## config.mk

```make
export PLATFORM = sky130hd
export DESIGN_NAME = led_duty_state_classifier_core_flat
export DESIGN_NICKNAME = d
export VERILOG_FILES = /design/src/rtl/ldsc_pkg.sv /design/src/rtl/ldsc_in_if.sv /design/src/rtl/ldsc_out_if.sv /design/src/rtl/ldsc_ram.sv /design/src/rtl/ldsc_div.sv /design/src/rtl/ldsc_dp.sv /design/src/rtl/ldsc_ctrl.sv /design/src/rtl/led_duty_state_classifier_core.sv /design/src/flat_wrapper.sv
export VERILOG_INCLUDE_DIRS = /design/src /design/src/rtl
export SDC_FILE = /design/constraint.sdc
export NUM_CORES = 2
export LEC_CHECK = 0
export ABC_AREA = 1
export BUFFER_PORTS_ARGS = -buffer_cell sky130_fd_sc_hd__buf_4
export CORE_MARGIN = 1.5
export CORE_UTILIZATION = 49
export CTS_CLUSTER_DIAMETER = 80
export DETAILED_ROUTE_END_ITERATION = 8
export PLACE_DENSITY = 0.67
export SLEW_MARGIN = 15
export SYNTH_ARGS = -nofsm -noshare
export SYNTH_HDL_FRONTEND = slang
export SYNTH_SLANG_ARGS = --single-unit
```

## constraint.sdc

```tcl
create_clock -name i_clk -period 6.11 [get_ports i_clk]
set_input_delay 0.9165 -clock i_clk [delete_from_list [all_inputs] [get_ports i_clk]]
set_output_delay 0.9165 -clock i_clk [all_outputs]
set_load 0.1 [all_outputs]
```

## src/rtl/led_duty_state_classifier_core_defines.svh

```systemverilog
// Assertion macros shared by the classifier RTL.
// Included by the modules that carry concurrent assertions; no dependencies.
`ifndef LED_DUTY_STATE_CLASSIFIER_CORE_DEFINES_SVH
`define LED_DUTY_STATE_CLASSIFIER_CORE_DEFINES_SVH

// Same-cycle implication under synchronous active-low reset.
`define LDSC_ASSERT_NOW(lbl, clk, rst_n, ante, cons, msg) \
    lbl: assert property (@(posedge clk) disable iff (!(rst_n)) (ante) |-> (cons)) \
        else $error(msg);

// Next-cycle implication under synchronous active-low reset.
`define LDSC_ASSERT_NEXT(lbl, clk, rst_n, ante, cons, msg) \
    lbl: assert property (@(posedge clk) disable iff (!(rst_n)) (ante) |=> (cons)) \
        else $error(msg);

`endif

```

## src/rtl/ldsc_pkg.sv

```systemverilog
// Shared constants and types for the LED duty state classifier.
// No dependencies; used by the datapath, controller and top level.
package ldsc_pkg;

    localparam logic [1:0] ST_UNKNOWN = 2'd0;
    localparam logic [1:0] ST_OFF     = 2'd1;
    localparam logic [1:0] ST_SLEEP   = 2'd2;
    localparam logic [1:0] ST_ON      = 2'd3;

    localparam logic [2:0] CFG_BLOCKS  = 3'd0;
    localparam logic [2:0] CFG_LENGTH  = 3'd1;
    localparam logic [2:0] CFG_HOLD    = 3'd2;
    localparam logic [2:0] CFG_ON_THR  = 3'd3;
    localparam logic [2:0] CFG_OFF_THR = 3'd4;
    localparam logic [2:0] CFG_SPREAD  = 3'd5;
    localparam logic [2:0] CFG_CONFIRM = 3'd6;

    localparam int CFG_IDX_W  = 3;
    localparam int CFG_DATA_W = 20;

    localparam logic [1:0] DIV_BLEN = 2'd0;
    localparam logic [1:0] DIV_DUTY = 2'd1;
    localparam logic [1:0] DIV_HEAD = 2'd2;
    localparam logic [1:0] DIV_MEAN = 2'd3;

    localparam int DIV_NUM_W  = 40;
    localparam int DIV_DEN_W  = 32;
    localparam int DIV_STEP_W = 6;

    typedef struct packed {
        logic       load;
        logic       div_start;
        logic [1:0] div_sel;
        logic       walk_start;
        logic       walk_duty;
        logic       update;
        logic       mul;
        logic       ring_wr;
        logic       classify;
        logic       out_load;
    } t_ctrl_cmd;

    typedef struct packed {
        logic div_done;
        logic walk_done;
        logic close;
        logic full;
    } t_dp_status;

endpackage

```

## src/rtl/ldsc_in_if.sv

```systemverilog
// Request channel: one timestamped LED sample per request.
// No dependencies.
interface ldsc_in_if;
    logic        valid;
    logic        ready;
    logic        led_lit;
    logic [31:0] time_ms;

    modport source (output valid, output led_lit, output time_ms, input ready);
    modport sink   (input valid, input led_lit, input time_ms, output ready);
endinterface

```

## src/rtl/ldsc_out_if.sv

```systemverilog
// Result channel: classifier status after each sample.
// No dependencies.
interface ldsc_out_if;
    logic        valid;
    logic        ready;
    logic [1:0]  pc_state;
    logic [1:0]  raw_class;
    logic [6:0]  mean_duty;
    logic [6:0]  duty_spread;
    logic        classified_valid;
    logic [31:0] last_change_time;

    modport source (output valid, output pc_state, output raw_class, output mean_duty,
                    output duty_spread, output classified_valid, output last_change_time,
                    input ready);
    modport sink   (input valid, input pc_state, input raw_class, input mean_duty,
                    input duty_spread, input classified_valid, input last_change_time,
                    output ready);
endinterface

```

## src/rtl/ldsc_ram.sv

```systemverilog
// Generic single-port-write, single-port-read RAM with registered read data.
// No dependencies.
module ldsc_ram #(
    parameter int WIDTH = 15,
    parameter int DEPTH = 16
) (
    input  logic                     i_clk,
    input  logic                     i_we,
    input  logic [$clog2(DEPTH)-1:0] i_waddr,
    input  logic [WIDTH-1:0]         i_wdata,
    input  logic [$clog2(DEPTH)-1:0] i_raddr,
    output logic [WIDTH-1:0]         o_rdata
);
    logic [WIDTH-1:0] r_mem [DEPTH];
    logic [WIDTH-1:0] r_rdata;

    always_ff @(posedge i_clk) begin
        if (i_we) begin
            r_mem[i_waddr] <= i_wdata;
        end
        r_rdata <= r_mem[i_raddr];
    end

    assign o_rdata = r_rdata;
endmodule

```

## src/rtl/ldsc_div.sv

```systemverilog
// Shared restoring divider, one quotient bit per cycle.
// Depends on ldsc_pkg for widths.
module ldsc_div
    import ldsc_pkg::*;
(
    input  logic                  i_clk,
    input  logic                  i_rst_n,
    input  logic                  i_start,
    input  logic [DIV_NUM_W-1:0]  i_num,
    input  logic [DIV_STEP_W-1:0] i_steps,
    input  logic [DIV_DEN_W-1:0]  i_den,
    output logic                  o_busy,
    output logic [DIV_NUM_W-1:0]  o_quo,
    output logic [DIV_DEN_W-1:0]  o_rem
);
    logic [DIV_STEP_W-1:0] r_cnt;
    logic [DIV_NUM_W-1:0]  r_num;
    logic [DIV_NUM_W-1:0]  r_quo;
    logic [DIV_DEN_W-1:0]  r_rem;
    logic [DIV_DEN_W-1:0]  r_den;
    logic [DIV_DEN_W:0]    w_sh;
    logic [DIV_DEN_W:0]    w_diff;
    logic                  w_ge;

    always_comb begin
        w_sh   = {r_rem, r_num[DIV_NUM_W-1]};
        w_ge   = w_sh >= {1'b0, r_den};
        w_diff = w_sh - {1'b0, r_den};
    end

    always_ff @(posedge i_clk) begin
        if (!i_rst_n) begin
            r_cnt <= '0;
        end else if (i_start) begin
            r_cnt <= i_steps;
        end else if (r_cnt != '0) begin
            r_cnt <= r_cnt - 1'b1;
        end
    end

    always_ff @(posedge i_clk) begin
        if (i_start) begin
            r_num <= i_num;
            r_den <= i_den;
            r_rem <= '0;
            r_quo <= '0;
        end else if (r_cnt != '0) begin
            r_rem <= w_ge ? w_diff[DIV_DEN_W-1:0] : w_sh[DIV_DEN_W-1:0];
            r_num <= {r_num[DIV_NUM_W-2:0], 1'b0};
            r_quo <= {r_quo[DIV_NUM_W-2:0], w_ge};
        end
    end

    assign o_busy = r_cnt != '0;
    assign o_quo  = r_quo;
    assign o_rem  = r_rem;
endmodule

```

## src/rtl/ldsc_dp.sv

```systemverilog
// Datapath: configuration, block accumulators, duty ring, classification.
// Depends on ldsc_pkg, ldsc_ram and ldsc_div.
module ldsc_dp
    import ldsc_pkg::*;
#(
    parameter int MAX_BLOCKS = 16
) (
    input  logic                  i_clk,
    input  logic                  i_rst_n,
    input  logic                  i_cfg_we,
    input  logic [CFG_IDX_W-1:0]  i_cfg_idx,
    input  logic [CFG_DATA_W-1:0] i_cfg_data,
    input  logic                  i_led_lit,
    input  logic [31:0]           i_time_ms,
    input  t_ctrl_cmd             i_cmd,
    output t_dp_status            o_st,
    output logic [1:0]            o_pc_state,
    output logic [1:0]            o_raw_class,
    output logic [6:0]            o_mean_duty,
    output logic [6:0]            o_duty_spread,
    output logic                  o_classified_valid,
    output logic [31:0]           o_last_change_time
);
    localparam int AW = $clog2(MAX_BLOCKS);
    localparam int BW = $clog2(MAX_BLOCKS + 1);
    localparam int SW = $clog2(MAX_BLOCKS * 100 + 1);
    localparam int RW = 15;

    logic [4:0]  r_cfg_blocks;
    logic [19:0] r_cfg_len;
    logic [15:0] r_cfg_hold;
    logic [6:0]  r_cfg_on;
    logic [6:0]  r_cfg_off;
    logic [6:0]  r_cfg_spread;
    logic [7:0]  r_cfg_confirm;

    logic        r_started;
    logic [31:0] r_prev;
    logic [31:0] r_bs;
    logic [31:0] r_total;
    logic [31:0] r_lit_acc;
    logic [15:0] r_edge_acc;
    logic        r_lit_now;
    logic [31:0] r_lit_start;
    logic [AW-1:0] r_head;
    logic [BW-1:0] r_fill;
    logic [MAX_BLOCKS-1:0] r_valid;
    logic [1:0]  r_filt;
    logic [1:0]  r_raw;
    logic [6:0]  r_mean;
    logic [6:0]  r_spread;
    logic [7:0]  r_streak;
    logic        r_cvalid;
    logic [31:0] r_ctime;

    logic        r_lit;
    logic [31:0] r_now;
    logic [19:0] r_blen;
    logic [38:0] r_prod;
    logic [6:0]  r_duty_q;
    logic [15:0] r_esum;
    logic [SW-1:0] r_dsum;
    logic [6:0]  r_lo;
    logic [6:0]  r_hi;

    logic [BW-1:0] r_widx;
    logic          r_wpend;
    logic [AW-1:0] r_wpidx;
    logic          r_wduty;

    logic [1:0]  r_o_pc;
    logic [1:0]  r_o_raw;
    logic [6:0]  r_o_mean;
    logic [6:0]  r_o_spread;
    logic        r_o_cvalid;
    logic [31:0] r_o_ctime;

    logic [BW-1:0] w_blocks;
    logic [DIV_NUM_W-1:0]  w_num;
    logic [DIV_STEP_W-1:0] w_steps;
    logic [DIV_DEN_W-1:0]  w_den;
    logic                  w_busy;
    logic [DIV_NUM_W-1:0]  w_quo;
    logic [DIV_DEN_W-1:0]  w_rem;
    logic [RW-1:0] w_rdata;
    logic [RW-1:0] w_entry;
    logic [RW-1:0] w_wdata;
    logic [31:0] w_prev;
    logic [31:0] w_bs;
    logic [31:0] w_dt;
    logic        w_close;
    logic        w_hold_ok;
    logic [AW-1:0] w_h;
    logic [BW-1:0] w_hn;
    logic [BW-1:0] n_fill;
    logic [6:0]  w_duty;
    logic [7:0]  w_edge8;
    logic [6:0]  w_mean;
    logic [6:0]  w_spr;
    logic [1:0]  w_rawc;
    logic [7:0]  w_streak1;

    always_comb begin
        if (r_cfg_blocks < 5'd2) begin
            w_blocks = BW'(2);
        end else if (32'(r_cfg_blocks) > MAX_BLOCKS) begin
            w_blocks = BW'(MAX_BLOCKS);
        end else begin
            w_blocks = BW'(r_cfg_blocks);
        end
    end

    always_comb begin
        case (i_cmd.div_sel)
            DIV_DUTY: begin
                w_num   = {r_prod, 1'b0};
                w_steps = DIV_STEP_W'(39);
                w_den   = r_total;
            end
            DIV_HEAD: begin
                w_num   = {r_head, {(DIV_NUM_W - AW){1'b0}}};
                w_steps = DIV_STEP_W'(AW);
                w_den   = DIV_DEN_W'(w_blocks);
            end
            DIV_MEAN: begin
                w_num   = {r_dsum, {(DIV_NUM_W - SW){1'b0}}};
                w_steps = DIV_STEP_W'(SW);
                w_den   = DIV_DEN_W'(w_blocks);
            end
            default: begin
                w_num   = {r_cfg_len, 20'd0};
                w_steps = DIV_STEP_W'(20);
                w_den   = DIV_DEN_W'(w_blocks);
            end
        endcase
    end

    ldsc_div u_div (
        .i_clk   (i_clk),
        .i_rst_n (i_rst_n),
        .i_start (i_cmd.div_start),
        .i_num   (w_num),
        .i_steps (w_steps),
        .i_den   (w_den),
        .o_busy  (w_busy),
        .o_quo   (w_quo),
        .o_rem   (w_rem)
    );

    always_comb begin
        w_h     = w_rem[AW-1:0];
        w_hn    = BW'(w_h) + BW'(1);
        n_fill  = (r_fill < w_blocks) ? r_fill + BW'(1) : r_fill;
        w_duty  = (r_total == '0) ? (r_lit_now ? 7'd100 : 7'd0) : r_duty_q;
        w_edge8 = (r_edge_acc > 16'd255) ? 8'hFF : r_edge_acc[7:0];
        w_wdata = {w_edge8, w_duty};
    end

    ldsc_ram #(
        .WIDTH (RW),
        .DEPTH (MAX_BLOCKS)
    ) u_ring (
        .i_clk   (i_clk),
        .i_we    (i_cmd.ring_wr),
        .i_waddr (w_h),
        .i_wdata (w_wdata),
        .i_raddr (r_widx[AW-1:0]),
        .o_rdata (w_rdata)
    );

    assign w_entry = r_valid[r_wpidx] ? w_rdata : '0;

    always_comb begin
        w_prev    = r_started ? r_prev : r_now;
        w_bs      = r_started ? r_bs : r_now;
        w_dt      = r_now - w_prev;
        if (w_dt > 32'(r_blen)) begin
            w_dt = 32'(r_blen);
        end
        w_close   = (r_now - w_bs) >= 32'(r_blen);
        w_hold_ok = (r_now - r_lit_start) >= 32'(r_cfg_hold);
    end

    always_comb begin
        w_mean    = w_quo[6:0];
        w_spr     = r_hi - r_lo;
        w_streak1 = r_streak + 8'd1;
        if (w_mean >= r_cfg_on) begin
            w_rawc = ST_ON;
        end else if (w_mean <= r_cfg_off) begin
            w_rawc = ST_OFF;
        end else if (w_spr < r_cfg_spread) begin
            w_rawc = ST_ON;
        end else begin
            w_rawc = ST_SLEEP;
        end
    end

    always_ff @(posedge i_clk) begin
        if (!i_rst_n) begin
            r_cfg_blocks  <= 5'd8;
            r_cfg_len     <= 20'd4000;
            r_cfg_hold    <= 16'd1500;
            r_cfg_on      <= 7'd80;
            r_cfg_off     <= 7'd5;
            r_cfg_spread  <= 7'd30;
            r_cfg_confirm <= 8'd3;
        end else if (i_cfg_we) begin
            case (i_cfg_idx)
                CFG_BLOCKS:  r_cfg_blocks  <= i_cfg_data[4:0];
                CFG_LENGTH:  r_cfg_len     <= i_cfg_data;
                CFG_HOLD:    r_cfg_hold    <= i_cfg_data[15:0];
                CFG_ON_THR:  r_cfg_on      <= i_cfg_data[6:0];
                CFG_OFF_THR: r_cfg_off     <= i_cfg_data[6:0];
                CFG_SPREAD:  r_cfg_spread  <= i_cfg_data[6:0];
                CFG_CONFIRM: r_cfg_confirm <= i_cfg_data[7:0];
                default: ;
            endcase
        end
    end

    always_ff @(posedge i_clk) begin
        if (i_cmd.load) begin
            r_lit <= i_led_lit;
            r_now <= i_time_ms;
        end
        if (i_cmd.walk_start && !i_cmd.walk_duty) begin
            r_blen <= (w_quo[19:0] < 20'd10) ? 20'd10 : w_quo[19:0];
        end
        if (i_cmd.mul) begin
            r_prod <= 39'(r_lit_acc) * 39'd100;
        end
        if (i_cmd.div_start && i_cmd.div_sel == DIV_HEAD) begin
            r_duty_q <= w_quo[6:0];
        end
        if (i_cmd.walk_start) begin
            r_esum <= r_edge_acc;
            r_dsum <= '0;
            r_lo   <= 7'd100;
            r_hi   <= 7'd0;
        end else if (r_wpend) begin
            if (r_wduty) begin
                r_dsum <= r_dsum + SW'(w_entry[6:0]);
                if (w_entry[6:0] < r_lo) begin
                    r_lo <= w_entry[6:0];
                end
                if (w_entry[6:0] > r_hi) begin
                    r_hi <= w_entry[6:0];
                end
            end else begin
                r_esum <= r_esum + 16'(w_entry[14:7]);
            end
        end
        if (i_cmd.out_load) begin
            r_o_pc     <= r_filt;
            r_o_raw    <= r_raw;
            r_o_mean   <= r_mean;
            r_o_spread <= r_spread;
            r_o_cvalid <= r_cvalid;
            r_o_ctime  <= r_ctime;
        end
    end

    always_ff @(posedge i_clk) begin
        if (!i_rst_n) begin
            r_widx  <= BW'(MAX_BLOCKS);
            r_wpend <= 1'b0;
            r_wduty <= 1'b0;
        end else if (i_cmd.walk_start) begin
            r_widx  <= '0;
            r_wpend <= 1'b0;
            r_wduty <= i_cmd.walk_duty;
        end else if (r_widx < w_blocks) begin
            r_widx  <= r_widx + BW'(1);
            r_wpend <= 1'b1;
        end else begin
            r_wpend <= 1'b0;
        end
    end

    always_ff @(posedge i_clk) begin
        r_wpidx <= r_widx[AW-1:0];
    end

    always_ff @(posedge i_clk) begin
        if (!i_rst_n) begin
            r_started   <= 1'b0;
            r_prev      <= '0;
            r_bs        <= '0;
            r_total     <= '0;
            r_lit_acc   <= '0;
            r_edge_acc  <= '0;
            r_lit_now   <= 1'b0;
            r_lit_start <= '0;
            r_head      <= '0;
            r_fill      <= '0;
            r_valid     <= '0;
            r_filt      <= ST_UNKNOWN;
            r_raw       <= ST_UNKNOWN;
            r_mean      <= '0;
            r_spread    <= '0;
            r_streak    <= '0;
            r_cvalid    <= 1'b0;
            r_ctime     <= '0;
        end else if (i_cmd.update) begin
            r_started <= 1'b1;
            r_prev    <= r_now;
            r_bs      <= w_bs;
            r_total   <= r_total + w_dt;
            if (r_lit) begin
                r_lit_acc <= r_lit_acc + w_dt;
                if (!r_lit_now) begin
                    r_lit_now   <= 1'b1;
                    r_lit_start <= r_now;
                end else if (r_filt != ST_ON && r_esum < 16'd2 && w_hold_ok) begin
                    r_filt   <= ST_ON;
                    r_ctime  <= r_now;
                    r_streak <= '0;
                end
            end else begin
                if (r_lit_now && r_edge_acc != 16'hFFFF) begin
                    r_edge_acc <= r_edge_acc + 16'd1;
                end
                r_lit_now <= 1'b0;
            end
        end else if (i_cmd.ring_wr) begin
            r_valid[w_h] <= 1'b1;
            r_head       <= (w_hn == w_blocks) ? '0 : w_hn[AW-1:0];
            r_fill       <= n_fill;
            r_edge_acc   <= '0;
            r_lit_acc    <= '0;
            r_total      <= '0;
            r_bs         <= r_now;
        end else if (i_cmd.classify) begin
            r_mean   <= w_mean;
            r_spread <= w_spr;
            r_cvalid <= 1'b1;
            r_raw    <= w_rawc;
            if (w_rawc == ST_ON) begin
                if (r_filt != ST_ON) begin
                    r_filt  <= ST_ON;
                    r_ctime <= r_now;
                end
                r_streak <= '0;
            end else if (r_filt == ST_ON) begin
                if (w_streak1 >= r_cfg_confirm) begin
                    r_filt   <= w_rawc;
                    r_ctime  <= r_now;
                    r_streak <= '0;
                end else begin
                    r_streak <= w_streak1;
                end
            end else begin
                if (r_filt != w_rawc) begin
                    r_filt  <= w_rawc;
                    r_ctime <= r_now;
                end
                r_streak <= '0;
            end
        end
    end

    assign o_st.div_done  = !w_busy;
    assign o_st.walk_done = (r_widx >= w_blocks) && !r_wpend;
    assign o_st.close     = w_close;
    assign o_st.full      = n_fill >= w_blocks;

    assign o_pc_state         = r_o_pc;
    assign o_raw_class        = r_o_raw;
    assign o_mean_duty        = r_o_mean;
    assign o_duty_spread      = r_o_spread;
    assign o_classified_valid = r_o_cvalid;
    assign o_last_change_time = r_o_ctime;
endmodule

```

## src/rtl/ldsc_ctrl.sv

```systemverilog
// Controller: sequences one sample through divider, ring walks and updates.
// Depends on ldsc_pkg and the assertion macro header.
`include "led_duty_state_classifier_core_defines.svh"
module ldsc_ctrl
    import ldsc_pkg::*;
(
    input  logic       i_clk,
    input  logic       i_rst_n,
    input  logic       i_in_valid,
    output logic       o_in_ready,
    output logic       o_out_valid,
    input  logic       i_out_ready,
    output t_ctrl_cmd  o_cmd,
    input  t_dp_status i_st
);
    localparam logic [4:0] S_IDLE = 5'd0;
    localparam logic [4:0] S_BL   = 5'd1;
    localparam logic [4:0] S_BLW  = 5'd2;
    localparam logic [4:0] S_EW   = 5'd3;
    localparam logic [4:0] S_EWW  = 5'd4;
    localparam logic [4:0] S_UPD  = 5'd5;
    localparam logic [4:0] S_MUL  = 5'd6;
    localparam logic [4:0] S_DD   = 5'd7;
    localparam logic [4:0] S_DDW  = 5'd8;
    localparam logic [4:0] S_HD   = 5'd9;
    localparam logic [4:0] S_HDW  = 5'd10;
    localparam logic [4:0] S_WR   = 5'd11;
    localparam logic [4:0] S_CW   = 5'd12;
    localparam logic [4:0] S_CWW  = 5'd13;
    localparam logic [4:0] S_MD   = 5'd14;
    localparam logic [4:0] S_MDW  = 5'd15;
    localparam logic [4:0] S_CLS  = 5'd16;
    localparam logic [4:0] S_OUT  = 5'd17;

    logic [4:0] r_state;
    logic [4:0] n_state;
    logic       r_out_valid;
    t_ctrl_cmd  w_cmd;

    always_comb begin
        n_state = r_state;
        w_cmd   = '0;
        case (r_state)
            S_IDLE: begin
                if (i_in_valid) begin
                    w_cmd.load = 1'b1;
                    n_state    = S_BL;
                end
            end
            S_BL: begin
                w_cmd.div_start = 1'b1;
                w_cmd.div_sel   = DIV_BLEN;
                n_state         = S_BLW;
            end
            S_BLW: begin
                if (i_st.div_done) begin
                    n_state = S_EW;
                end
            end
            S_EW: begin
                w_cmd.walk_start = 1'b1;
                n_state          = S_EWW;
            end
            S_EWW: begin
                if (i_st.walk_done) begin
                    n_state = S_UPD;
                end
            end
            S_UPD: begin
                w_cmd.update = 1'b1;
                n_state      = i_st.close ? S_MUL : S_OUT;
            end
            S_MUL: begin
                w_cmd.mul = 1'b1;
                n_state   = S_DD;
            end
            S_DD: begin
                w_cmd.div_start = 1'b1;
                w_cmd.div_sel   = DIV_DUTY;
                n_state         = S_DDW;
            end
            S_DDW: begin
                if (i_st.div_done) begin
                    n_state = S_HD;
                end
            end
            S_HD: begin
                w_cmd.div_start = 1'b1;
                w_cmd.div_sel   = DIV_HEAD;
                n_state         = S_HDW;
            end
            S_HDW: begin
                w_cmd.div_sel = DIV_HEAD;
                if (i_st.div_done) begin
                    n_state = S_WR;
                end
            end
            S_WR: begin
                w_cmd.ring_wr = 1'b1;
                w_cmd.div_sel = DIV_HEAD;
                n_state       = i_st.full ? S_CW : S_OUT;
            end
            S_CW: begin
                w_cmd.walk_start = 1'b1;
                w_cmd.walk_duty  = 1'b1;
                n_state          = S_CWW;
            end
            S_CWW: begin
                if (i_st.walk_done) begin
                    n_state = S_MD;
                end
            end
            S_MD: begin
                w_cmd.div_start = 1'b1;
                w_cmd.div_sel   = DIV_MEAN;
                n_state         = S_MDW;
            end
            S_MDW: begin
                if (i_st.div_done) begin
                    n_state = S_CLS;
                end
            end
            S_CLS: begin
                w_cmd.classify = 1'b1;
                n_state        = S_OUT;
            end
            S_OUT: begin
                if (!r_out_valid || i_out_ready) begin
                    w_cmd.out_load = 1'b1;
                    n_state        = S_IDLE;
                end
            end
            default: begin
                n_state = S_IDLE;
            end
        endcase
    end

    always_ff @(posedge i_clk) begin
        if (!i_rst_n) begin
            r_state     <= S_IDLE;
            r_out_valid <= 1'b0;
        end else begin
            r_state <= n_state;
            if (w_cmd.out_load) begin
                r_out_valid <= 1'b1;
            end else if (i_out_ready) begin
                r_out_valid <= 1'b0;
            end
        end
    end

    assign o_cmd       = w_cmd;
    assign o_in_ready  = r_state == S_IDLE;
    assign o_out_valid = r_out_valid;

    `LDSC_ASSERT_NOW(a_div_idle_on_start, i_clk, i_rst_n, w_cmd.div_start, i_st.div_done,
        "divider started while busy")
    `LDSC_ASSERT_NOW(a_walk_idle_on_start, i_clk, i_rst_n, w_cmd.walk_start, i_st.walk_done,
        "ring walk started while busy")
    `LDSC_ASSERT_NEXT(a_accept_starts, i_clk, i_rst_n, i_in_valid && o_in_ready,
        r_state == S_BL, "accepted request did not start processing")
endmodule

```

## src/rtl/led_duty_state_classifier_core.sv

```systemverilog
// LED duty state classifier: usage notes.
// Request channel i_in carries one LED sample (led_lit, time_ms); the result
// channel o_out returns one status item per sample: filtered pc_state, raw
// window class, mean duty, duty spread, classified flag and last change time.
// Configuration registers are written through i_cfg_we/i_cfg_idx/i_cfg_data
// while the block is idle; index 7 is ignored.
// Processing: a sample that does not close a block runs the block-length
// division and a walk over the edge ring. A sample that closes a block adds
// the duty division, the head reduction and, once the window is full, a
// duty ring walk and the mean division. One sample is in flight at a time;
// the shared divider and the single ring read port set the rate.
// A finished result sits in an output register, and the next request is
// accepted while it waits. If the receiver stalls, the next result holds
// in the datapath until the output register frees.
// Reset is synchronous and active low; it restores register defaults and
// marks every ring entry empty. Depends on ldsc_pkg and submodules.
module led_duty_state_classifier_core
    import ldsc_pkg::*;
#(
    parameter int MAX_BLOCKS = 16
) (
    input  logic                  i_clk,
    input  logic                  i_rst_n,
    ldsc_in_if.sink               i_in,
    ldsc_out_if.source            o_out,
    input  logic                  i_cfg_we,
    input  logic [CFG_IDX_W-1:0]  i_cfg_idx,
    input  logic [CFG_DATA_W-1:0] i_cfg_data
);
    t_ctrl_cmd  w_cmd;
    t_dp_status w_st;

    ldsc_ctrl u_ctrl (
        .i_clk       (i_clk),
        .i_rst_n     (i_rst_n),
        .i_in_valid  (i_in.valid),
        .o_in_ready  (i_in.ready),
        .o_out_valid (o_out.valid),
        .i_out_ready (o_out.ready),
        .o_cmd       (w_cmd),
        .i_st        (w_st)
    );

    ldsc_dp #(
        .MAX_BLOCKS (MAX_BLOCKS)
    ) u_dp (
        .i_clk              (i_clk),
        .i_rst_n            (i_rst_n),
        .i_cfg_we           (i_cfg_we),
        .i_cfg_idx          (i_cfg_idx),
        .i_cfg_data         (i_cfg_data),
        .i_led_lit          (i_in.led_lit),
        .i_time_ms          (i_in.time_ms),
        .i_cmd              (w_cmd),
        .o_st               (w_st),
        .o_pc_state         (o_out.pc_state),
        .o_raw_class        (o_out.raw_class),
        .o_mean_duty        (o_out.mean_duty),
        .o_duty_spread      (o_out.duty_spread),
        .o_classified_valid (o_out.classified_valid),
        .o_last_change_time (o_out.last_change_time)
    );
endmodule
```

## src/flat_wrapper.sv

```systemverilog
// flat-port wrapper written by rule: the top's interface ports become plain ports
module led_duty_state_classifier_core_flat import ldsc_pkg::*;
#(
    parameter int MAX_BLOCKS = 16
)
  (i_clk, i_rst_n, i_cfg_we, i_cfg_idx, i_cfg_data, i_in_valid, i_in_led_lit, i_in_time_ms, i_in_ready, o_out_valid, o_out_pc_state, o_out_raw_class, o_out_mean_duty, o_out_duty_spread, o_out_classified_valid, o_out_last_change_time, o_out_ready);
  ldsc_in_if i_in_i ();
  ldsc_out_if o_out_i ();
  input  logic i_clk;
  input  logic i_rst_n;
  input  logic i_cfg_we;
  input  logic [CFG_IDX_W-1:0] i_cfg_idx;
  input  logic [CFG_DATA_W-1:0] i_cfg_data;
  input wire logic [$bits(i_in_i.valid)-1:0] i_in_valid;
  input wire logic [$bits(i_in_i.led_lit)-1:0] i_in_led_lit;
  input wire logic [$bits(i_in_i.time_ms)-1:0] i_in_time_ms;
  output wire logic [$bits(i_in_i.ready)-1:0] i_in_ready;
  output wire logic [$bits(o_out_i.valid)-1:0] o_out_valid;
  output wire logic [$bits(o_out_i.pc_state)-1:0] o_out_pc_state;
  output wire logic [$bits(o_out_i.raw_class)-1:0] o_out_raw_class;
  output wire logic [$bits(o_out_i.mean_duty)-1:0] o_out_mean_duty;
  output wire logic [$bits(o_out_i.duty_spread)-1:0] o_out_duty_spread;
  output wire logic [$bits(o_out_i.classified_valid)-1:0] o_out_classified_valid;
  output wire logic [$bits(o_out_i.last_change_time)-1:0] o_out_last_change_time;
  input wire logic [$bits(o_out_i.ready)-1:0] o_out_ready;
  assign i_in_i.valid = i_in_valid;
  assign i_in_i.led_lit = i_in_led_lit;
  assign i_in_i.time_ms = i_in_time_ms;
  assign i_in_ready = i_in_i.ready;
  assign o_out_valid = o_out_i.valid;
  assign o_out_pc_state = o_out_i.pc_state;
  assign o_out_raw_class = o_out_i.raw_class;
  assign o_out_mean_duty = o_out_i.mean_duty;
  assign o_out_duty_spread = o_out_i.duty_spread;
  assign o_out_classified_valid = o_out_i.classified_valid;
  assign o_out_last_change_time = o_out_i.last_change_time;
  assign o_out_i.ready = o_out_ready;
  led_duty_state_classifier_core #(.MAX_BLOCKS(MAX_BLOCKS)) u_core (.i_clk(i_clk), .i_rst_n(i_rst_n), .i_in(i_in_i), .o_out(o_out_i), .i_cfg_we(i_cfg_we), .i_cfg_idx(i_cfg_idx), .i_cfg_data(i_cfg_data));
endmodule
```

# After elaboration in Yosys (flattened, before gate mapping)
# Memory sizes are Yosys's and may differ from the RTL's. A register that Yosys moved wholly into a read port is not among the register bits.
# Index checks and enable logic that the tools add are counted.
# Widths: inputs -> output; s select.
[word_totals]
register_bits = 668
latch_bits = 0
ram_bits = 240
rom_bits = 0
mem_count = 1
[classes]
n_addsub = 15
n_mul = 1
n_div = 0
n_lt_le_gt_ge = 22
n_eq_ne = 49
shifts = 0
muxes = 101
bitwise = 5
reduce_logical = 45
[memory_table]
columns = ["memory", "depth", "word_bits", "read_ports", "rd_clocked_by_memory_dff", "write_ports", "line", "rtl"]
rows = [
  ["u_core.u_dp.u_ring.r_mem", 16, 15, 1, 1, 1, "ldsc_ram.sv:14", "logic [WIDTH-1:0] r_mem [DEPTH];"],
]
[op_table]
columns = ["op", "n"]
rows = [
  ["$mux 32", 21],
  ["$sub 32x32->32", 4],
  ["$pmux 40 s3", 1],
  ["$mux 16", 7],
  ["$pmux 5 s18", 1],
  ["$mux 40", 2],
  ["$mux 5", 16],
  ["$mux 8", 10],
  ["$add 32x32->32", 2],
  ["$eq 5x4->1 const B", 8],
  ["$mul 32x5->37 const B", 1],
  ["$ge 33x32->1", 1],
  ["$ge 32x16->1", 1],
  ["$ge 32x20->1", 1],
  ["$gt 32x20->1", 1],
  ["$logic_not 32->1", 1],
  ["$ne 2x2->1 const B", 15],
  ["$mux 2", 13],
  ["$reduce_and 2->1", 11],
  ["$eq 5x3->1 const B", 4],
  ["$lt 20x4->1 const B", 1],
  ["$mux 1", 20],
  ["$pmux 6 s3", 1],
  ["$add 16x1->16 const B", 1],
  ["other kinds (57)", 94],
]

# Logic depth before layout (Yosys ltp)
[logic_depth]
word_depth = 12
mapped_depth = 45
depth_no_buf = 44

# By module
# A second synthesis with hierarchy kept.
[unflattened]
cells_unflattened = 7299
area_unflattened_um2 = 56152.6
[by_module_without_submodules]
columns = ["module", "n_inst", "cells_per_inst", "area_per_inst_um2", "seq_area_each_um2"]
rows = [
  ["ldsc_dp", 1, 5064, 36675.2, 12291.8],
  ["ldsc_ram", 1, 1011, 10612.7, 7507.2],
  ["ldsc_div", 1, 1104, 8222.9, 3723.6],
  ["ldsc_ctrl", 1, 120, 641.9, 120.1],
]

# Worst setup path after synthesis
# Ideal clock, no wire load.
[synth_path]
path_kind = "register -> register"
start = "reg u_core.u_dp.r_started"
end = "reg u_core.u_dp.r_total[30]"
arrival_ns = 5.889
slack_ns = 0.151
path_stages_with_launch = 43
path_buffers = 4
cell_sequence = "dfxtp_1 > clkbuf_1 > clkbuf_1 > buf_1 > a21oi_1 > fa_1 > nand2_1 > nand2_1 > o21ai_1 > o21ai_0 > a21oi_1 > xnor2_1 > ha_1 > nand2_1 > inv_1 > nand3_1 > a31oi_1 > a211oi_1 > [7 not listed] > nand2_1 > fa_1 > nand3_1 > nand3_1 > nand2_1 > inv_1 > nand2_1 > nand2_1 > nand3_1 > nand3_1 > and3_1 > a21oi_1 > inv_1 > nand2_1 > nand2_1 > a21oi_1 > o21ai_0 > a21oi_1"
[synth_between]
elab_chain_len = 6
[synth_lines]
columns = ["item", "line", "rtl"]
rows = [
  ["from (decl)", "ldsc_dp.sv:37", "logic r_started;"],
  ["from (signal assigned)", "ldsc_dp.sv:287", "r_started <= 1'b0;"],
  ["from (signal assigned)", "ldsc_dp.sv:306", "r_started <= 1'b1;"],
  ["$mux 32 *", "ldsc_dp.sv:174", "w_prev = r_started ? r_prev : r_now;"],
  ["$sub 32x32->32 *", "ldsc_dp.sv:176", "w_dt = r_now - w_prev;"],
  ["$gt 32x20->1", "ldsc_dp.sv:177", "if (w_dt > 32'(r_blen)) begin"],
  ["$mux 32 *", "ldsc_dp.sv:177", ""],
  ["$add 32x32->32 *", "ldsc_dp.sv:309", "r_total <= r_total + w_dt;"],
  ["$mux 32 *", "ldsc_dp.sv:305", "end else if (i_cmd.update) begin"],
  ["to (signal assigned)", "ldsc_dp.sv:309", ""],
  ["to (decl)", "ldsc_dp.sv:40", "logic [31:0] r_total;"],
]
# Mark *: on every way between the ends. The rest lies on a longest branch, timed or not.
# A chain may end at the register's enable or synchronous reset.

# Final worst setup path
[layout_path]
start = "reg u_core.u_dp.r_started"
end = "reg u_core.u_dp.r_total[29]"
# The elaborated chain is that of the path after synthesis.

==> impl_metrics.xml <==
<?xml version="1.0" encoding="UTF-8"?>
<metrics>
  <group name="run_status">
    <metric name="outcome" unit="">complete, no violations</metric>
  </group>
  <group name="synthesis">
    <metric name="post_synth.cell_area_avg" unit="sq um">8.18</metric>
    <metric name="synth_seq_cells" unit="">920</metric>
    <metric name="synth_top_family_by_area" unit="">simple AND/OR/NAND/NOR gates</metric>
    <metric name="yosys.area.top_type_share" unit="%">26.7</metric>
    <metric name="synth.area.mux_share" unit="%">0.527</metric>
    <metric name="count_of_yosys_warnings_during_synthesis" unit="">0</metric>
    <metric name="asyncSetResetFlopFracSynth" unit="%">0</metric>
    <metric name="ys_seq_area_share" unit="%">43.5</metric>
    <metric name="synthSimpleGateAreaFrac" unit="%">17.7</metric>
    <metric name="synth-xor-area-share" unit="%">2.62</metric>
    <metric name="synthAdderAreaFrac" unit="%">11.6</metric>
    <metric name="count_of_flip_flops_with_a_built_in_enable_after_synthesis" unit="">473</metric>
    <metric name="netlist_top_cells_area" unit="">sky130_fd_sc_hd__edfxtp_1 27%, sky130_fd_sc_hd__dfxtp_1 17%, sky130_fd_sc_hd__ha_1 10%</metric>
    <metric name="netlist.top_cell.by_area" unit="">sky130_fd_sc_hd__edfxtp_1</metric>
    <metric name="yosysUniqueCellTypes" unit="">65</metric>
    <metric name="syn_area" unit="sq um">53200</metric>
    <metric name="syn-instance-count" unit="">6504</metric>
    <metric name="synth_compound_gate_area_share" unit="%">15.9</metric>
    <metric name="main_synth_ff_type" unit="">sky130_fd_sc_hd__edfxtp_1</metric>
  </group>
  <group name="sta">
    <metric name="fin_crit_sh" unit="%">97.4</metric>
    <metric name="max_freq" unit="GHz">0.168</metric>
    <metric name="finalHoldViolations" unit="">0</metric>
    <metric name="slew_headroom" unit="%">22.1</metric>
    <metric name="worst_slew_pin_slew" unit="ns">1.16</metric>
    <metric name="layout_min_cycle_time" unit="ns">5.95</metric>
    <metric name="setup-tns-final" unit="ns">0</metric>
    <metric name="worst_clock_skew" unit="ns">0.0662</metric>
    <metric name="finalSetupViolCount" unit="">0</metric>
    <metric name="unrepaired_setup_endpoints_after_global_routing" unit="">true</metric>
    <metric name="timing.final.max_slew_violations" unit="">0</metric>
  </group>
  <group name="min_path">
    <metric name="worst_hold_path_type" unit="">primary input to flip-flop</metric>
  </group>
  <group name="global_routing">
    <metric name="grt_usage" unit="%">28.3</metric>
    <metric name="pin_count_of_the_biggest_net_entering_global_routing" unit="">160</metric>
    <metric name="grt_pass1_vias" unit="">43053</metric>
    <metric name="grt_first_pass_wirelength" unit="um">244000</metric>
    <metric name="grt_antenna_before_repair" unit="">4</metric>
    <metric name="grt.overflow.total" unit="">0</metric>
  </group>
  <group name="clocking">
    <metric name="clock_sinks" unit="">920</metric>
    <metric name="cts_tree" unit="">built</metric>
    <metric name="clock_slew_seen_by_the_registers_of_the_worst_setup_and_hold_paths" unit="ns">0.06</metric>
    <metric name="cts-buffers-inserted" unit="">100</metric>
    <metric name="clkLatencyLatePin" unit="ns">0.74</metric>
    <metric name="cts_hold_buffers" unit="">0</metric>
    <metric name="htree_num_levels" unit="">3</metric>
    <metric name="clockBufferDepth" unit="">3</metric>
    <metric name="ctsRootBufferMaster" unit="">sky130_fd_sc_hd__clkbuf_16</metric>
  </group>
  <group name="layout">
    <metric name="final_nets" unit="">7304</metric>
    <metric name="mostFrequentLayoutCells" unit="">1044 x sky130_fd_sc_hd__nand2_1, 892 x sky130_fd_sc_hd__inv_1, 709 x sky130_fd_sc_hd__nor2_1</metric>
    <metric name="utilization_after_layout" unit="%">57.6</metric>
    <metric name="nFillCells" unit="">9569</metric>
    <metric name="syn2layout_area_growth" unit="%">16.3</metric>
    <metric name="layout_commonest_cell" unit="">sky130_fd_sc_hd__nand2_1</metric>
    <metric name="layout-drive-gt1-share" unit="%">12.2</metric>
  </group>
  <group name="setup_path">
    <metric name="crit_required" unit="ns">6.71</metric>
    <metric name="crit_arrival" unit="ns">6.55</metric>
    <metric name="timing.critical_path.from_type" unit="">flip-flop</metric>
    <metric name="regToRegSetupSlack" unit="ns">0.16</metric>
    <metric name="timing_worst_setup_path_type" unit="">flip-flop to flip-flop</metric>
    <metric name="worst_path_max_delay_cell" unit="">sky130_fd_sc_hd__dfxtp_4</metric>
    <metric name="r2r-end" unit="">u_core.u_dp.r_total[29]</metric>
    <metric name="timing.critical_path.to_type" unit="">flip-flop</metric>
    <metric name="worstReg2RegStart" unit="">u_core.u_dp.r_started</metric>
    <metric name="path_common_cell" unit="">sky130_fd_sc_hd__nand2_1</metric>
    <metric name="critPathCapture" unit="">u_core.u_dp.r_total[29]</metric>
    <metric name="reg2regPathDepth" unit="">39</metric>
    <metric name="worstPathMaxFanout" unit="">8</metric>
    <metric name="cpPeakStageDelay" unit="ns">0.40</metric>
    <metric name="cp_startpoint" unit="">u_core.u_dp.r_started</metric>
  </group>
  <group name="floorplanning">
    <metric name="core_region_area" unit="sq um">107000</metric>
    <metric name="dieWidth" unit="um">332</metric>
    <metric name="pin_count" unit="">114</metric>
    <metric name="fp.dieH" unit="um">332</metric>
    <metric name="placement_rows" unit="">120</metric>
    <metric name="die-area" unit="sq um">111000</metric>
    <metric name="floorplan.initialDensity" unit="%">49.5</metric>
  </group>
  <group name="place">
    <metric name="port_buffers" unit="">113</metric>
    <metric name="global_placer_s_final_weighted_congestion" unit="">0.981</metric>
    <metric name="dp_hpwl" unit="um">119000</metric>
  </group>
  <group name="routing">
    <metric name="drc" unit="">0</metric>
    <metric name="drt_pass1_iterations" unit="">6</metric>
    <metric name="dr.first_iter.drc_count" unit="">4107</metric>
    <metric name="via_count" unit="">46149</metric>
    <metric name="wl_per_cell" unit="um">19.6</metric>
    <metric name="routed_wirelength" unit="um">162000</metric>
    <metric name="route.antenna.remaining_nets" unit="">0</metric>
    <metric name="route.detailed.vias_per_inst" unit="">5.58</metric>
  </group>
  <group name="power_and_ir_drop">
    <metric name="ir_worst_vdd" unit="V">0.000260</metric>
    <metric name="leakagePower" unit="nW">27.0</metric>
    <metric name="power" unit="mW">23.0</metric>
    <metric name="power_density" unit="nW/um^2">371</metric>
  </group>
  <group name="flow_run">
    <metric name="timing.max_cap.violations" unit="">0</metric>
  </group>
</metrics>
## kinds of logic after synthesis
kind of cell             after synthesis
adder cells (fa/ha/maj)              471
AO/OA/AOI/OAI                       1515
other                                  1
XOR/XNOR                             159
AND/OR/NAND/NOR                     2284
buffers and inverters               1126
multiplexers                          28
flip-flops                           920
## sequential cells by signal (all words and copies together) (netlist names), 16 cells and up
signal	count
u_core.u_dp.r_valid	16
u_core.u_dp.o_last_change_time	32
u_core.u_dp.u_div.r_den	32
u_core.u_dp.r_lit_acc	32
u_core.u_dp.r_now	32
u_core.u_dp.r_total	32
u_core.u_dp.r_esum	16
u_core.u_dp.r_blen	20
u_core.u_dp.u_ring.r_mem	240
u_core.u_dp.r_cfg_hold	16
u_core.u_dp.r_lit_start	32
u_core.u_dp.r_prev	32
u_core.u_dp.r_edge_acc	16
u_core.u_dp.r_ctime	32
u_core.u_dp.r_prod	37
u_core.u_dp.u_div.o_rem	32
u_core.u_dp.r_bs	32
u_core.u_dp.u_div.o_quo	20
u_core.u_dp.r_cfg_len	20
u_core.u_dp.u_div.r_num	37
## how the worst min path moves through the flow
stage / cells after the start / to / start / slack, ns
global route: 1 / u_core.u_dp.r_now[7] / i_in_time_ms[7] / 0.36
floorplan: 0 / u_core.u_dp.r_wpidx[0] / u_core.u_dp.r_widx[0] / 0.35
CTS: 1 / u_core.u_dp.r_now[7] / i_in_time_ms[7] / 0.34
detailed placement: 0 / u_core.u_dp.o_raw_class[1] / u_core.u_dp.r_raw[1] / 0.41
global placement: 0 / u_core.u_dp.o_last_change_time[1] / u_core.u_dp.r_ctime[1] / 0.41
finish: 1 / u_core.u_dp.r_now[31] / i_in_time_ms[31] / 0.37
## where the power goes
group / internal [mW] / switching [mW] / total [mW]
combinational: 3.31 / 5.83 / 9.14
sequential: 7.24 / 0.429 / 7.67
clock: 3.52 / 2.63 / 6.16
total: 14.1 / 8.89 / 23.0
## synth_stat cells (6+ instances only)
library cell / instances
sky130_fd_sc_hd__nor2_2: 15
sky130_fd_sc_hd__o21ai_0: 500
sky130_fd_sc_hd__clkbuf_1: 173
sky130_fd_sc_hd__edfxtp_1: 473
sky130_fd_sc_hd__or2_2: 19
sky130_fd_sc_hd__o221ai_1: 29
sky130_fd_sc_hd__a21o_1: 20
sky130_fd_sc_hd__nor3_1: 56
sky130_fd_sc_hd__a31oi_1: 38
sky130_fd_sc_hd__buf_1: 16
sky130_fd_sc_hd__and3_1: 10
sky130_fd_sc_hd__inv_1: 901
sky130_fd_sc_hd__ha_1: 435
sky130_fd_sc_hd__a21boi_0: 6
sky130_fd_sc_hd__o31ai_1: 7
sky130_fd_sc_hd__a22o_1: 16
sky130_fd_sc_hd__o21ai_1: 17
sky130_fd_sc_hd__nand2_2: 6
sky130_fd_sc_hd__o21a_1: 35
sky130_fd_sc_hd__fa_1: 36
sky130_fd_sc_hd__nand2_1: 1092
sky130_fd_sc_hd__nor4_1: 26
sky130_fd_sc_hd__o211ai_1: 45
sky130_fd_sc_hd__dfxtp_1: 447
sky130_fd_sc_hd__o32ai_1: 36
sky130_fd_sc_hd__inv_2: 11
sky130_fd_sc_hd__a21oi_1: 660
sky130_fd_sc_hd__a211oi_1: 9
sky130_fd_sc_hd__xor2_1: 106
sky130_fd_sc_hd__buf_2: 18
sky130_fd_sc_hd__o22ai_1: 42
sky130_fd_sc_hd__mux2i_1: 28
sky130_fd_sc_hd__nand4_1: 60
sky130_fd_sc_hd__a221oi_1: 6
sky130_fd_sc_hd__nor2_1: 743
sky130_fd_sc_hd__nand3_1: 233
sky130_fd_sc_hd__xnor2_1: 53
sky130_fd_sc_hd__o21bai_1: 24
## final cells by class
type                            instances  area, sq um  area share, %
Antenna cell                            5         12.5         0.0202
Clock buffer                          147         2880           4.66
Clock inverter                         42          500          0.809
Inverter                              914         3440           5.55
Multi-Input combinational cell       4472        27200           44.0
Sequential cell                       920        23200           37.4
Tap cell                             1403         1760           2.84
Timing Repair Buffer                  364         2900           4.68
## through the flow
| step | instance area [sq um] | std cells | hold slack (ns) | setup WS, ns |
|---|---|---|---|---|
| floorplan | 53200 | 6517 | 0.354 | 0.151 |
| global placement | 56800 | 8043 | 0.410 | -0.00850 |
| detailed placement | 56800 | 8043 | 0.414 | -0.143 |
| CTS | 60200 | 8232 | 0.344 | 0.00527 |
| global route | 61900 | 8262 | 0.357 | -0.167 |
| finish | 61900 | 8267 | 0.375 | 0.157 |
## worst max-delay path: cells and delay by family, from the launching register on
family                   cells  cell delay (ns)
AND/OR/NAND/NOR             15             1.69
AO/OA/AOI/OAI               11             1.35
buffers and inverters        9             1.22
adder cells (fa/ha/maj)      3             0.99
flip-flops                   1             0.40
XOR/XNOR                     1             0.16
## metal layers
metal  wire (um)  part of all wire, %  GRT usage, %  vias to the layer above
li1            -                    -             -                    22487
met1       70200                   43          38.0                    21755
met2       74500                   46          46.5                     1579
met3       11000                  6.8          3.60                      326
met4        6410                  4.0          10.7                        2
met5           7               0.0043             0                        -
## repair_timing
item	CTS	global route
pin swaps	0	87
buffers inserted	0	27
cloned	0	3
resized for setup	6	330
setup endpoints to repair	26	47
Note: power is estimated with default switching activity, not from simulation.
